File: config.mk
export PLATFORM = sky130hd
export DESIGN_NAME = base64_encoder
export DESIGN_NICKNAME = d
export VERILOG_FILES = /design/src/design/b64e_pkg.sv /design/src/design/base64_encoder.sv /design/src/design/b64e_front.sv /design/src/design/b64e_queue.sv /design/src/design/b64e_back.sv
export SDC_FILE = /design/constraint.sdc
export NUM_CORES = 1
export LEC_CHECK = 0
export ABC_AREA = 1
export ABC_CLOCK_PERIOD_IN_PS = 2850
export BUFFER_PORTS_ARGS = -buffer_cell sky130_fd_sc_hd__buf_2
export CAP_MARGIN = 40
export CELL_PAD_IN_SITES_DETAIL_PLACEMENT = 0
export CELL_PAD_IN_SITES_GLOBAL_PLACEMENT = 1
export CORE_ASPECT_RATIO = 2
export CORE_MARGIN = 2
export CORE_UTILIZATION = 43
export CTS_CLUSTER_SIZE = 16
export DETAILED_ROUTE_END_ITERATION = 12
export HOLD_SLACK_MARGIN = 0.03
export MAX_ROUTING_LAYER = met4
export PLACE_DENSITY_LB_ADDON = 0.15
export SLEW_MARGIN = 20
export SYNTH_ARGS = -nofsm -noshare
export SYNTH_HDL_FRONTEND = slang
export SYNTH_SLANG_ARGS = --single-unit
File: constraint.sdc
create_clock -name clk -period 2.85 [get_ports clk]
set_input_delay 0.57 -clock clk [delete_from_list [all_inputs] [get_ports clk]]
set_output_delay 0.57 -clock clk [all_outputs]
set_load 0.1 [all_outputs]
File: src/design/b64e_pkg.sv
// ----------------------------------------------------------------------------
// b64e_pkg: shared types and tables for the base64 encoder
// Transaction structs, the queued group entry and the character table.
// ----------------------------------------------------------------------------
package b64e_pkg;

	localparam int QDEPTH = 2;
	localparam int QAW    = $clog2(QDEPTH);
	localparam int QCW    = $clog2(QDEPTH + 1);

	localparam logic [7:0] PAD_CHAR = 8'h3D;

	// Number of bytes held in the current group
	localparam logic [1:0] CNT_ONE = 2'd1;
	localparam logic [1:0] CNT_TWO = 2'd2;

	// Last character position within a group
	localparam logic [1:0] POS_LAST = 2'd3;

	typedef struct packed {
		logic [7:0] in_byte;
		logic       last_byte;
	} in_t;

	typedef struct packed {
		logic [7:0] out_char;
		logic       out_last;
	} out_t;

	// One encoded group: four characters, index 0 goes out first
	typedef struct packed {
		logic [3:0][7:0] chars;
		logic            last;
	} group_t;

	// Queue status seen by the front and back
	typedef struct packed {
		logic full;
		logic empty;
	} q_status_t;

	// Standard alphabet lookup for a six-bit value
	function automatic logic [7:0] sextet_char(input logic [5:0] v);
		logic [7:0] c;
		if (v < 6'd26) begin
			c = 8'h41 + {2'b00, v};
		end else if (v < 6'd52) begin
			c = 8'h61 + {2'b00, v - 6'd26};
		end else if (v < 6'd62) begin
			c = 8'h30 + {2'b00, v - 6'd52};
		end else if (v == 6'd62) begin
			c = 8'h2B;
		end else begin
			c = 8'h2F;
		end
		return c;
	endfunction

endpackage

File: src/design/base64_encoder.sv
// The byte closing a group writes the encoded group into the queue, and the first
// character then loads into the output register, when the queue and output are idle.
// One byte per cycle goes into a two-group queue unless it is full, and one
// character per cycle comes out unless stalled; the single-character output
// register sets the group rate, so sustained input is limited by character output.
// Reset (arst_n low) empties the held group, the queue and the output.
// ----------------------------------------------------------------------------
// base64_encoder: streaming base64 encoder, standard alphabet with padding
// Front encodes groups, a short queue buffers them, back serializes chars.
// ----------------------------------------------------------------------------
module base64_encoder (
	input  logic            clk,
	input  logic            arst_n,
	input  logic            byte_valid,
	output logic            byte_stall,
	input  b64e_pkg::in_t   byte_data,
	output logic            char_valid,
	input  logic            char_stall,
	output b64e_pkg::out_t  char_data
);

	b64e_pkg::q_status_t q_status;
	b64e_pkg::group_t    push_data, head;
	logic                push, pop;

	b64e_front u_front (
		.clk        (clk),
		.arst_n     (arst_n),
		.byte_valid (byte_valid),
		.byte_stall (byte_stall),
		.byte_data  (byte_data),
		.q_status   (q_status),
		.push       (push),
		.push_data  (push_data)
	);

	b64e_queue u_queue (
		.clk       (clk),
		.arst_n    (arst_n),
		.push      (push),
		.push_data (push_data),
		.pop       (pop),
		.head      (head),
		.status    (q_status)
	);

	b64e_back u_back (
		.clk        (clk),
		.arst_n     (arst_n),
		.head       (head),
		.q_status   (q_status),
		.pop        (pop),
		.char_valid (char_valid),
		.char_stall (char_stall),
		.char_data  (char_data)
	);

endmodule

File: src/design/b64e_front.sv
// ----------------------------------------------------------------------------
// b64e_front: byte intake and group encoding
// Holds up to two bytes, forms a four-character group when one is complete or the stream ends.
// ----------------------------------------------------------------------------
module b64e_front (
	input  logic                 clk,
	input  logic                 arst_n,
	input  logic                 byte_valid,
	output logic                 byte_stall,
	input  b64e_pkg::in_t        byte_data,
	input  b64e_pkg::q_status_t  q_status,
	output logic                 push,
	output b64e_pkg::group_t     push_data
);

	logic [15:0] held_q;
	logic [1:0]  count_q;
	logic        accept;
	logic [7:0]  b, b0, b1;

	assign byte_stall = q_status.full;
	assign accept     = byte_valid && !q_status.full;
	assign b          = byte_data.in_byte;
	assign b0         = held_q[15:8];
	assign b1         = held_q[7:0];

	// Encode the group that this byte would close
	always_comb begin
		push_data.last = byte_data.last_byte;
		push           = 1'b0;
		unique case (count_q)
			b64e_pkg::CNT_TWO: begin
				push              = accept;
				push_data.chars[0] = b64e_pkg::sextet_char(b0[7:2]);
				push_data.chars[1] = b64e_pkg::sextet_char({b0[1:0], b1[7:4]});
				push_data.chars[2] = b64e_pkg::sextet_char({b1[3:0], b[7:6]});
				push_data.chars[3] = b64e_pkg::sextet_char(b[5:0]);
			end
			b64e_pkg::CNT_ONE: begin
				push              = accept && byte_data.last_byte;
				push_data.chars[0] = b64e_pkg::sextet_char(b0[7:2]);
				push_data.chars[1] = b64e_pkg::sextet_char({b0[1:0], b[7:4]});
				push_data.chars[2] = b64e_pkg::sextet_char({b[3:0], 2'b00});
				push_data.chars[3] = b64e_pkg::PAD_CHAR;
			end
			default: begin
				// empty group (an unreachable count of three acts the same)
				push              = accept && byte_data.last_byte;
				push_data.chars[0] = b64e_pkg::sextet_char(b[7:2]);
				push_data.chars[1] = b64e_pkg::sextet_char({b[1:0], 4'b0000});
				push_data.chars[2] = b64e_pkg::PAD_CHAR;
				push_data.chars[3] = b64e_pkg::PAD_CHAR;
			end
		endcase
	end

	// Held bytes and group count
	always_ff @(posedge clk or negedge arst_n) begin
		if (!arst_n) begin
			held_q  <= '0;
			count_q <= '0;
		end else if (accept) begin
			if (push) begin
				held_q  <= '0;
				count_q <= '0;
			end else if (count_q == b64e_pkg::CNT_ONE) begin
				held_q  <= {b0, b};
				count_q <= b64e_pkg::CNT_TWO;
			end else begin
				held_q  <= {b, 8'h00};
				count_q <= b64e_pkg::CNT_ONE;
			end
		end
	end

endmodule

File: src/design/b64e_queue.sv
// ----------------------------------------------------------------------------
// b64e_queue: short group queue
// Decouples group encoding from character output.
// ----------------------------------------------------------------------------
module b64e_queue (
	input  logic                 clk,
	input  logic                 arst_n,
	input  logic                 push,
	input  b64e_pkg::group_t     push_data,
	input  logic                 pop,
	output b64e_pkg::group_t     head,
	output b64e_pkg::q_status_t  status
);

	b64e_pkg::group_t                 mem_q [b64e_pkg::QDEPTH];
	logic [b64e_pkg::QAW-1:0]         wr_ptr_q, rd_ptr_q;
	logic [b64e_pkg::QCW-1:0]         count_q;
	logic                             do_push, do_pop;

	assign status.full  = (count_q == b64e_pkg::QCW'(b64e_pkg::QDEPTH));
	assign status.empty = (count_q == '0);
	assign do_push      = push && !status.full;
	assign do_pop       = pop && !status.empty;
	assign head         = mem_q[rd_ptr_q];

	// Entry storage
	always_ff @(posedge clk) begin
		if (do_push) begin
			mem_q[wr_ptr_q] <= push_data;
		end
	end

	// Pointers and fill count
	always_ff @(posedge clk or negedge arst_n) begin
		if (!arst_n) begin
			wr_ptr_q <= '0;
			rd_ptr_q <= '0;
			count_q  <= '0;
		end else begin
			if (do_push) begin
				wr_ptr_q <= (wr_ptr_q == b64e_pkg::QAW'(b64e_pkg::QDEPTH - 1)) ? '0
					: wr_ptr_q + 1'b1;
			end
			if (do_pop) begin
				rd_ptr_q <= (rd_ptr_q == b64e_pkg::QAW'(b64e_pkg::QDEPTH - 1)) ? '0
					: rd_ptr_q + 1'b1;
			end
			if (do_push && !do_pop) begin
				count_q <= count_q + 1'b1;
			end else if (do_pop && !do_push) begin
				count_q <= count_q - 1'b1;
			end
		end
	end

endmodule

File: src/design/b64e_back.sv
// ----------------------------------------------------------------------------
// b64e_back: character serializer
// Sends the four characters of the head group through an output register.
// ----------------------------------------------------------------------------
module b64e_back (
	input  logic                 clk,
	input  logic                 arst_n,
	input  b64e_pkg::group_t     head,
	input  b64e_pkg::q_status_t  q_status,
	output logic                 pop,
	output logic                 char_valid,
	input  logic                 char_stall,
	output b64e_pkg::out_t       char_data
);

	logic           valid_q;
	b64e_pkg::out_t data_q;
	logic [1:0]     pos_q;
	logic           load;

	// Output register takes a character whenever the queue holds a group and it is empty or being drained
	assign load       = !q_status.empty && (!valid_q || !char_stall);
	assign pop        = load && (pos_q == b64e_pkg::POS_LAST);
	assign char_valid = valid_q;
	assign char_data  = data_q;

	always_ff @(posedge clk or negedge arst_n) begin
		if (!arst_n) begin
			valid_q <= 1'b0;
			pos_q   <= '0;
		end else begin
			if (load) begin
				valid_q <= 1'b1;
				pos_q   <= pos_q + 1'b1;
			end else if (!char_stall) begin
				valid_q <= 1'b0;
			end
		end
	end

	// Character payload
	always_ff @(posedge clk) begin
		if (load) begin
			data_q.out_char <= head.chars[pos_q];
			data_q.out_last <= head.last && (pos_q == b64e_pkg::POS_LAST);
		end
	end

endmodule

==> summary.md, run 1 <==
| Metric | Value |
|---|---|
| Layout Cell Area excl Fill | 7960 um2 |
| Number of max-cap violations | 0 |
| Leading cell types in the layout, fill and taps excluded | nand2_1, nor2_1, inv_1 |
| Number of gates resized after cts | 0 |
| Initial antenna violation count | 0 |
| Largest net degree at the start of global routing | 35 |
| Total length of routed wires | around 22000 um |
| Number of global-route vias before repair | 6301 |
| Post-Syn Nets | 985 |
| Grt total ovfl | 0 |
| Setup crit start | u_front.count_q[0]$_DFFE_PN0P_ |
| FP Rows | 67 |
| Starting Density | between 40 and 50% |
| CTS root buf | clkbuf_16 |
| Die Area | roughly 18000 um2 |
| Ports | 24 |
| Pre-CTS WS | between 150 and 200 ps |
| P_leak | 0.00352 uW |
| Sequential-to-total area share from yosys stat | a little under 40% |
| Dpl hpwl | 16800 um |
| Clock-pin slew on the worst setup and hold paths | ~70 ps |
| Final hold violations | 0 |
| Fill count | between 1500 and 2000 |
| Share of post-route cells with drive strength above 1 | between 9 and 10% |
| Total chip power | 8720 uW |
| YS warnings | 0 |
| R2R Setup Slk | 350 ps |
| Clk sinks | 100 |
| Core ar. | approximately 17000 um2 |
| Final Max Slew Viols | 0 |
| Crit Path Max Fanout | 17 |
| Placed instance area | ~7700 um2 |
| Post-CTS Setup Inserts | 0 |
| Fmax | 0.400 GHz |
| Setup CP Type | reg -> reg |
| Area Growth Syn to Fin | 9.83% |
| Via Count | slightly above 6000 |
| Syn Area/Cell | 7.95 um2 |
| Ant. Diodes | 0 |
| Gp weighted congestion | 0.994 |
| Reg2Reg Depth | 9 |
| Reg2reg start | u_front.count_q[0]$_DFFE_PN0P_ |
| # hold bufs at CTS | 0 |
| First-pass GRT wire length | about 34000 um |
| Avg Vias per Cell | ~5.4 |
| Clock skew | around 11 ps |
| H-tree Lvls | 3 |
| Max clock buf depth | 2 |
| Antenna-violating nets left | 0 |
| Most common cell after layout, fill and taps aside | nand2_1 |
| TritonRoute pass-1 iters | 7 |
| Crit start category | register |
| Yosys reg bits | 100 |
| Cts bufs inserted | 9 |
| PD cells | 1100 nW/um2 |
| R2r endpoint | u_queue.mem_q[0][5]$_DFFE_PP_ |
| Global Route Usage Sum | between 20 and 30% |
| Netlist cell types | 37 |
| Final setup fails | 0 |
| Hold crit path type | in -> async |
| Clk_lat worst skew | 350 ps |
| TNS Setup | 0 ps |
| RSZ-0062 raised after global routing | no |
| Syn Inst Count | 911 |
| Max IR drop VDD | between 0.5 and 0.6 mV |
| Final worst path period need | between 2000 and 3000 ps |
| Die Span Y | 188 um |
| Die X | roughly 96 um |
| DRT iter0 DRCs | 364 |
| CP arrival | between 2000 and 3000 ps |
| Worst-Margin Slew | ~740 ps |
| WP data required | ~3000 ps |
| Max-Slew Margin vs Limit | 50.5% |
| Layout Nets | 1013 |
| Status | finished clean |
| Final Worst Setup Slack | between 300 and 400 ps |
| Post-Syn Area | approximately 7200 um2 |
| Worst setup EP type | register |
| Crit share post-route | 87.8% |
| PortBufs | 23 |
| CTS tree | done |
| DR DRC count | 0 |
| Average routed wire per standard cell | about 19 um |
routing by layer:
layer	vias up	GRT usage (%)	part of all wire (%)	wire [um]
met5	-	-	0	0
met4	0	9.34	3.1	661
met2	151	45.3	53	11600
li1	3115	-	-	-
met1	2938	30.4	41	8840
met3	31	2.45	2.7	584
report_power, final:
part / internal, uW / total, uW / switching, uW
Combinational: 1330 / 4760 / 3420
Sequential: 2370 / 2730 / 356
Clock: 686 / 1230 / 543
Total: 4390 / 8720 / 4320
cell type report:
cell class              count  area [um2]  area share, %
clock buffers               9         225           2.83
clock inverters             7        71.3          0.896
inverters                  98         368           4.62
multi-input cells         684        3850           48.5
flip-flops and latches    100        2880           36.2
well taps                 207         259           3.26
repair buffers             46         300           3.77
stage by stage:
stage / cells / hold WS (ps) / utilization, %
after global placement: 1135 / 475 / 46.1
final: 1151 / 288 / 47.9
after CTS: 1151 / 285 / 47.9
after detailed placement: 1135 / 494 / 46.1
after floorplan: 911 / 274 / -
after global routing: 1151 / 323 / 47.9
worst max path at each step:
stage | endpoint | slack, ps | cells past startpoint
after floorplan | u_queue.mem_q[0][0]$_DFFE_PP_ | -90 | 6
after global placement | u_queue.mem_q[1][16]$_DFFE_PP_ | 100 | 10
after detailed placement | u_queue.mem_q[0][30]$_DFFE_PP_ | 150 | 12
after CTS | u_queue.mem_q[0][5]$_DFFE_PP_ | 380 | 9
after global routing | u_queue.mem_q[0][5]$_DFFE_PP_ | 230 | 9
final | u_queue.mem_q[0][5]$_DFFE_PP_ | 350 | 9
cells in the mapped netlist:
| library cell | n | area (um2) |
|---|---|---|
| or2_2 | 3 | 18.8 |
| o22ai_1 | 10 | 62.6 |
| dfrtp_1 | 25 | 626 |
| xnor2_1 | 6 | 52.6 |
| buf_6 | 1 | 11.3 |
| a21oi_1 | 28 | 140 |
| o21ai_0 | 76 | 380 |
| nand2_4 | 1 | 11.3 |
| nand3b_1 | 2 | 15.0 |
| nor2_2 | 5 | 31.3 |
| inv_2 | 5 | 18.8 |
| o211ai_1 | 9 | 67.6 |
| nor2_1 | 99 | 372 |
| buf_2 | 13 | 65.1 |
| inv_1 | 90 | 338 |
| ha_1 | 61 | 763 |
| nand3_2 | 1 | 10.0 |
| edfxtp_1 | 75 | 2250 |
| buf_4 | 4 | 30.0 |
| o221ai_1 | 1 | 8.76 |
| nor2_4 | 3 | 33.8 |
| a211oi_1 | 5 | 37.5 |
| nand4_1 | 6 | 37.5 |
| nand2_2 | 3 | 18.8 |
| nand2_1 | 222 | 833 |
| o21ai_1 | 4 | 20.0 |
| nor2_8 | 1 | 20.0 |
| clkinv_1 | 3 | 11.3 |
| o2111ai_1 | 1 | 8.76 |
| clkbuf_1 | 10 | 37.5 |
| a31oi_1 | 3 | 18.8 |
| o21ai_4 | 1 | 16.3 |
| o32ai_1 | 16 | 140 |
| xor2_1 | 39 | 342 |
| nor3_1 | 6 | 30.0 |
| clkbuf_2 | 1 | 5.00 |
| nand3_1 | 72 | 360 |
sequential cells by signal (all words and copies together) (netlist names):
signal             cells
u_queue.rd_ptr_q       1
u_queue.mem_q         66
u_back.char_data       9
u_front.held_q        16
u_queue.wr_ptr_q       1
u_front.count_q        2
u_back.pos_q           2
u_queue.count_q        2
u_back.char_valid      1
kinds of logic after synthesis:
group | share of synthesized area [%]
XOR/XNOR | 5.44
AO/OA/AOI/OAI | 12.4
flip-flops | 39.7
buffers and inverters | 7.13
AND/OR/NAND/NOR | 24.7
adder cells (fa/ha/maj) | 10.5
worst max-delay path: stages (launching register included):
cell	delay [ps]
dfrtp_1	360
inv_1	60
ha_1	750
nor2_2	140
inv_1	260
nand2_1	240
nand2_1	150
nor2_1	40
o21ai_0	120
nand2_1	120
Power figures use the tool's default switching activity.
==> inputs of run 2 (changes only) <==
--- a/config.mk
+++ b/config.mk
@@ -13,13 +13,13 @@
 export CELL_PAD_IN_SITES_GLOBAL_PLACEMENT = 1
 export CORE_ASPECT_RATIO = 2
 export CORE_MARGIN = 2
-export CORE_UTILIZATION = 43
+export CORE_UTILIZATION = 40
 export CTS_CLUSTER_SIZE = 16
 export DETAILED_ROUTE_END_ITERATION = 12
 export HOLD_SLACK_MARGIN = 0.03
 export MAX_ROUTING_LAYER = met4
 export PLACE_DENSITY_LB_ADDON = 0.15
-export SLEW_MARGIN = 20
+export SLEW_MARGIN = 30
 export SYNTH_ARGS = -nofsm -noshare
 export SYNTH_HDL_FRONTEND = slang
 export SYNTH_SLANG_ARGS = --single-unit
==> summary.md, run 2 (synthesized netlist as in run 1, its figures left out) <==
| Metric | Value |
|---|---|
| Max-Slew Margin vs Limit | 55.5% (+5.0 points) |
| Clock skew | 6.41 ps (-4.73 ps) |
| PD cells | 1100 nW/um2 (+0.48%) |
| DRT iter0 DRCs | 282 (-23%) |
| P_int | 4480 uW (+2.0%) |
| Final hold violations | 0 (unchanged) |
| Layout Nets | 1027 (+1.4%) |
| Gp weighted congestion | 0.980 (-1.4%) |
| Final worst path period need | 2310 ps (-191 ps) |
| Global Route Usage Sum | 25.2% (-0.77 points) |
| Dpl hpwl | 18600 um (+11%) |
| Most common cell after layout, fill and taps aside | nand2_1 |
| FP Rows | 69 (+3.0%) |
| RSZ-0062 raised after global routing | no |
| Via Count | 6367 (+2.1%) |
| Final setup fails | 0 (unchanged) |
| Setup CP Type | in -> reg |
| Average routed wire per standard cell | 19.6 um (+4.1%) |
| Clock-pin slew on the worst setup and hold paths | 70 ps (about the same) |
| Net Sw Power | 4400 uW (+1.8%) |
| Total length of routed wires | 22900 um (+5.9%) |
| CTS tree | done |
| Max IR drop VDD | 0.467 mV (-8.4%) |
| Pre-CTS WS | 247 ps (+92.7 ps) |
| First-pass GRT wire length | 35900 um (+4.5%) |
| CP arrival | 2430 ps (-160 ps) |
| Starting Density | 40.7% (-2.9 points) |
| Fill count | 1854 (+8.9%) |
| Number of global-route vias before repair | 6568 (+4.2%) |
| Core ar. | 17800 um2 (+7.1%) |
| Status | finished clean |
| Clk_lat worst skew | 350 ps (about the same) |
| Crit start category | primary input |
| Die X | 99.2 um (+3.5%) |
| Final hold slack | 249 ps (-39.0 ps) |
| CTS root buf | clkbuf_16 |
| Post-CTS Setup Inserts | 0 (unchanged) |
| DR DRC count | 0 (unchanged) |
| Avg Vias per Cell | 5.44 (+0.37%) |
| Worst setup EP type | register |
| Flop pwr share | 30.7% (-0.6 points) |
| Final Max Slew Viols | 0 (unchanged) |
| Clk sinks | 100 (unchanged) |
| Ports | 24 (unchanged) |
| Worst-Margin Slew | 668 ps (-74.7 ps) |
| Die Area | 19300 um2 (+7.3%) |
| Final Worst Setup Slack | 539 ps (+191 ps) |
| WP data required | 2970 ps (+30 ps) |
| Number of gates resized after cts | 0 (unchanged) |
| Sw Share | 49.6% (-0.058 points) |
| Grt total ovfl | 0 (unchanged) |
| H-tree Lvls | 3 (unchanged) |
| Crit share post-route | 81.1% (-6.7 points) |
| Ant. Diodes | 0 (unchanged) |
| Share of post-route cells with drive strength above 1 | 10.4% (+1.4 points) |
| Area Growth Syn to Fin | 11.4% |
| Number of max-cap violations | 0 (unchanged) |
| Logic pwr share | 54.8% (+0.2 points) |
| Largest Register | u_queue.mem_q |
| Cts bufs inserted | 9 (unchanged) |
| PortBufs | 23 (unchanged) |
| # hold bufs at CTS | 0 (unchanged) |
| Fmax | 0.433 GHz (+8.3%) |
| Total chip power | 8880 uW (+1.9%) |
| Initial antenna violation count | 0 (unchanged) |
| Die Span Y | 194 um (+3.6%) |
| Antenna-violating nets left | 0 (unchanged) |
| P_leak | 0.00359 uW (+1.9%) |
| Post-layout util | 45.4% (-2.6 points) |
| Max clock buf depth | 2 (unchanged) |
| Hold crit path type | in -> async |
| Leading cell types in the layout, fill and taps excluded | nand2_1, nor2_1, inv_1 |
| TritonRoute pass-1 iters | 5 (-2) |
| Crit Path Max Fanout | 10 (-7) |
| Clock power frac | 14.4% (+0.3 points) |
| Reg2Reg Depth | 11 (+2) |
| Largest net degree at the start of global routing | 34 (-2.9%) |
| Largest register FFs | 66 (unchanged) |
## run 2: layout make-up
| class | instances | area (um2) | area share (%) |
|---|---|---|---|
| timing repair buffer | 60 | 393 | 4.87 |
| sequential | 100 | 2880 | 35.7 |
| clock inverter | 7 | 82.6 | 1.02 |
| clock buffer | 9 | 225 | 2.79 |
| multi-input combinational | 684 | 3850 | 47.8 |
| tap | 213 | 267 | 3.30 |
| inverter | 98 | 368 | 4.56 |
## run 2: worst paths after layout
check | from | slack [ps] | to
max in group asynchronous | arst_n | 2170 | u_front.held_q[3]$_DFFE_PN0P_
setup reg to reg | u_front.held_q[12]$_DFFE_PN0P_ | 570 | u_queue.mem_q[1][5]$_DFFE_PP_
setup / recovery | byte_data[8] | 540 | u_queue.mem_q[1][16]$_DFFE_PP_
min in group clk | char_stall | 430 | u_back.char_valid$_DFFE_PN0P_
hold reg to reg | u_back.char_valid$_DFFE_PN0P_ | 490 | u_back.char_valid$_DFFE_PN0P_
hold / removal | arst_n | 250 | u_front.count_q[0]$_DFFE_PN0P_
## run 2: power by group through the flow
| stage | sequential, uW | clock (uW) | combinational [uW] |
|---|---|---|---|
| 6_report | 2730 | 1280 | 4870 |
| 5_1_grt | 2800 | 1370 | 5410 |
| 4_1_cts | 2730 | 1300 | 4880 |
| 3_5_place_dp | 2760 | 0 | 4860 |
| 3_3_place_gp | 2760 | 0 | 4860 |
| 2_1_floorplan | 3140 | 0 | 2910 |
## run 2: stage by stage
stage	std cells	setup TNS [ps]	instance area, um2
3_3_place_gp	1155	0	7760
6_report	1171	0	8070
5_1_grt	1171	0	8070
2_1_floorplan	911	-5750	7240
4_1_cts	1171	0	8070
3_5_place_dp	1155	0	7760
## run 2: routing by layer
layer	share of wire (%)	track usage (%)	routed length, um
met3	2.5	2.37	570
met5	0	-	0
met2	55	46.4	12600
met1	35	24.1	7970
met4	8.0	16.9	1830
## run 2: worst max-delay path, stage by stage
cell     delay, ps
buf_2          270
ha_1           370
inv_1          160
nand2_1        130
a21oi_1        180
nor2_2         300
nand2_1        110
o22ai_1        330
==> inputs of run 3 (changes only) <==
--- a/config.mk
+++ b/config.mk
@@ -6,7 +6,7 @@
 export NUM_CORES = 1
 export LEC_CHECK = 0
 export ABC_AREA = 1
-export ABC_CLOCK_PERIOD_IN_PS = 2850
+export ABC_CLOCK_PERIOD_IN_PS = 2200
 export BUFFER_PORTS_ARGS = -buffer_cell sky130_fd_sc_hd__buf_2
 export CAP_MARGIN = 40
 export CELL_PAD_IN_SITES_DETAIL_PLACEMENT = 0
==> constraint.sdc (replaced) <==
create_clock -name clk -period 2.2 [get_ports clk]
set_input_delay 0.44 -clock clk [delete_from_list [all_inputs] [get_ports clk]]
set_output_delay 0.44 -clock clk [all_outputs]
set_load 0.1 [all_outputs]
==> summary.md, run 3 (synthesized netlist as in run 1, its figures left out) <==
| Metric | Value |
|---|---|
| Global Route Usage Sum | 25.5% (+0.27 points) |
| Setup CP Type | reg -> reg |
| Dpl hpwl | 18900 um (+1.6%) |
| Final Max Slew Viols | 0 (unchanged) |
| Largest Register | u_queue.mem_q |
| Flop pwr share | 29.1% (-1.6 points) |
| Layout Cell Area excl Fill | 8520 um2 (+5.6%) |
| Cts bufs inserted | 9 (unchanged) |
| Final setup fails | 0 (unchanged) |
| Total length of routed wires | 23200 um (+1.3%) |
| Max-Slew Margin vs Limit | 54.0% (-1.5 points) |
| Average routed wire per standard cell | 19.0 um (-3.1%) |
| Largest net degree at the start of global routing | 35 (+2.9%) |
| CP arrival | 2220 ps (-210 ps) |
| Status | finished clean |
| Via Count | 6426 (+0.93%) |
| Worst setup EP type | register |
| Largest register FFs | 66 (unchanged) |
| TritonRoute pass-1 iters | 5 (unchanged) |
| Logic pwr share | 57.0% (+2.2 points) |
| H-tree Lvls | 3 (unchanged) |
| Die Span Y | 194 um (unchanged) |
| Number of global-route vias before repair | 6638 (+1.1%) |
| Share of post-route cells with drive strength above 1 | 15.4% (+5.0 points) |
| Starting Density | 40.7% (unchanged) |
| Core ar. | 17800 um2 (unchanged) |
| Final hold violations | 0 (unchanged) |
| Net Sw Power | 5730 uW (+30%) |
| Post-layout util | 47.9% (+2.6 points) |
| Die X | 99.2 um (unchanged) |
| Ant. Diodes | 0 (unchanged) |
| Die Area | 19300 um2 (unchanged) |
| Area Growth Syn to Fin | 17.6% |
| Max IR drop VDD | 0.542 mV (+16%) |
| # hold bufs at CTS | 0 (unchanged) |
| Clock power frac | 13.9% (-0.5 points) |
| Hold crit path type | in -> async |
| PortBufs | 23 (unchanged) |
| Crit share post-route | approximately nine tenths |
| Total chip power | 11800 uW (+33%) |
| Clock-pin slew on the worst setup and hold paths | 80 ps (about the same) |
| Crit start category | register |
| Worst path slowest cell | dfrtp_1 |
| Max clock buf depth | 2 (unchanged) |
| First-pass GRT wire length | 36100 um (+0.56%) |
| Avg Vias per Cell | 5.25 (-3.5%) |
| P_leak | 0.00386 uW (+7.6%) |
| Clk_lat worst skew | 350 ps (about the same) |
| Crit Path Max Fanout | 7 (-3) |
| DRT iter0 DRCs | 257 (-8.9%) |
| Number of max-cap violations | 0 (unchanged) |
| WP data required | 2410 ps (-560 ps) |
| Antenna-violating nets left | 0 (unchanged) |
| Fmax | around 0.5 GHz |
| Post-CTS Setup Inserts | 0 (unchanged) |
| RSZ-0062 raised after global routing | no |
| CTS tree | done |
| Clock skew | 11.5 ps (+5.12 ps) |
| Worst-Margin Slew | 690 ps (+22.0 ps) |
| Layout Nets | 1081 (+5.3%) |
| Gp weighted congestion | 1.00 (+2.1%) |
| Critical-path cell list | inv_1 -> ha_1 -> nor2_1 -> inv_1 -> nand2_1 -> nand2_1 -> nor2_1 -> o21ai_1 -> buf_4 -> nand2_1 |
| Ports | 24 (unchanged) |
| PD cells | 1390 nW/um2 (+26%) |
| Final worst path period need | roughly 2000 ps |
| Sw Share | 48.4% (-1.1 points) |
| Initial antenna violation count | 0 (unchanged) |
| Clk sinks | 100 (unchanged) |
| P_int | 6110 uW (+36%) |
| DR DRC count | 0 (unchanged) |
| Most common cell after layout, fill and taps aside | nand2_1 |
| Leading cell types in the layout, fill and taps excluded | nand2_1, nor2_1, inv_1 |
| Placed instance area | 8220 um2 (+5.9%) |
| Cell mode on critical path | nand2_1 |
| FP Rows | 69 (unchanged) |
| CTS root buf | clkbuf_16 |
| Grt total ovfl | 0 (unchanged) |
| Critical path's largest stage delay | 370 ps (about the same) |
run 3: final cells by class:
class                   instances  area [um2]
clock inverters                 6        71.3
repair buffers                114         848
flip-flops and latches        100        2880
clock buffers                  10         229
fillers                      1811        9260
multi-input cells             684        3860
inverters                      98         368
well taps                     213         267
run 3: what timing repair did:
item,CTS,global route
hold endpoints to repair,0,0
resized for setup,0,2
endpoints found under the setup margin,0,4
run 3: through the flow:
stage	TNS (ps)	hold WS, ps	std cells	setup WS, ps
floorplan	-7310	144	911	-111
global placement	0	478	1209	8.24
detailed placement	-20.7	486	1209	-10.4
CTS	0	149	1225	5.81
global route	0	174	1225	9.82
finish	0	130	1225	196
run 3: per-layer routing:
metal | track usage, % | up-vias | share of wire (%)
met5 | - | - | 0
li1 | - | 3232 | -
met4 | 14.7 | 0 | 6.0
met2 | 48.9 | 128 | 57
met3 | 1.69 | 65 | 1.6
met1 | 24.0 | 3001 | 35
run 3: critical path: cells and delay by family, from the launching register on:
kind            cells  cell delay [ps]
simple gates        5              730
flops               1              370
fa+ha+maj           1              340
buf+inv             3              310
compound gates      1              120
run 3: final timing paths:
| path | slack (ps) | startpoint | depth (start not counted) | to |
|---|---|---|---|---|
| worst min register to register | 500 | u_back.char_valid$_DFFE_PN0P_ | 2 | u_back.char_valid$_DFFE_PN0P_ |
| min in group clk | 320 | char_stall | 3 | u_back.char_valid$_DFFE_PN0P_ |
| worst min-delay path | 130 | arst_n | 1 | u_front.count_q[1]$_DFFE_PN0P_ |
| worst max-delay path | 200 | u_front.count_q[0]$_DFFE_PN0P_ | 10 | u_queue.mem_q[0][5]$_DFFE_PP_ |
| worst max register to register | 200 | u_front.count_q[0]$_DFFE_PN0P_ | 10 | u_queue.mem_q[0][5]$_DFFE_PP_ |
| max in group asynchronous | 1580 | arst_n | 1 | u_back.char_valid$_DFFE_PN0P_ |
run 3: power groups by stage:
stage	clock network [uW]	registers (uW)	logic [uW]
final	1650	3440	6760
after global routing	1750	3510	7480
after CTS	1680	3440	6830
after detailed placement	0	3480	6800
after global placement	0	3480	6770
after floorplan	0	4070	3780
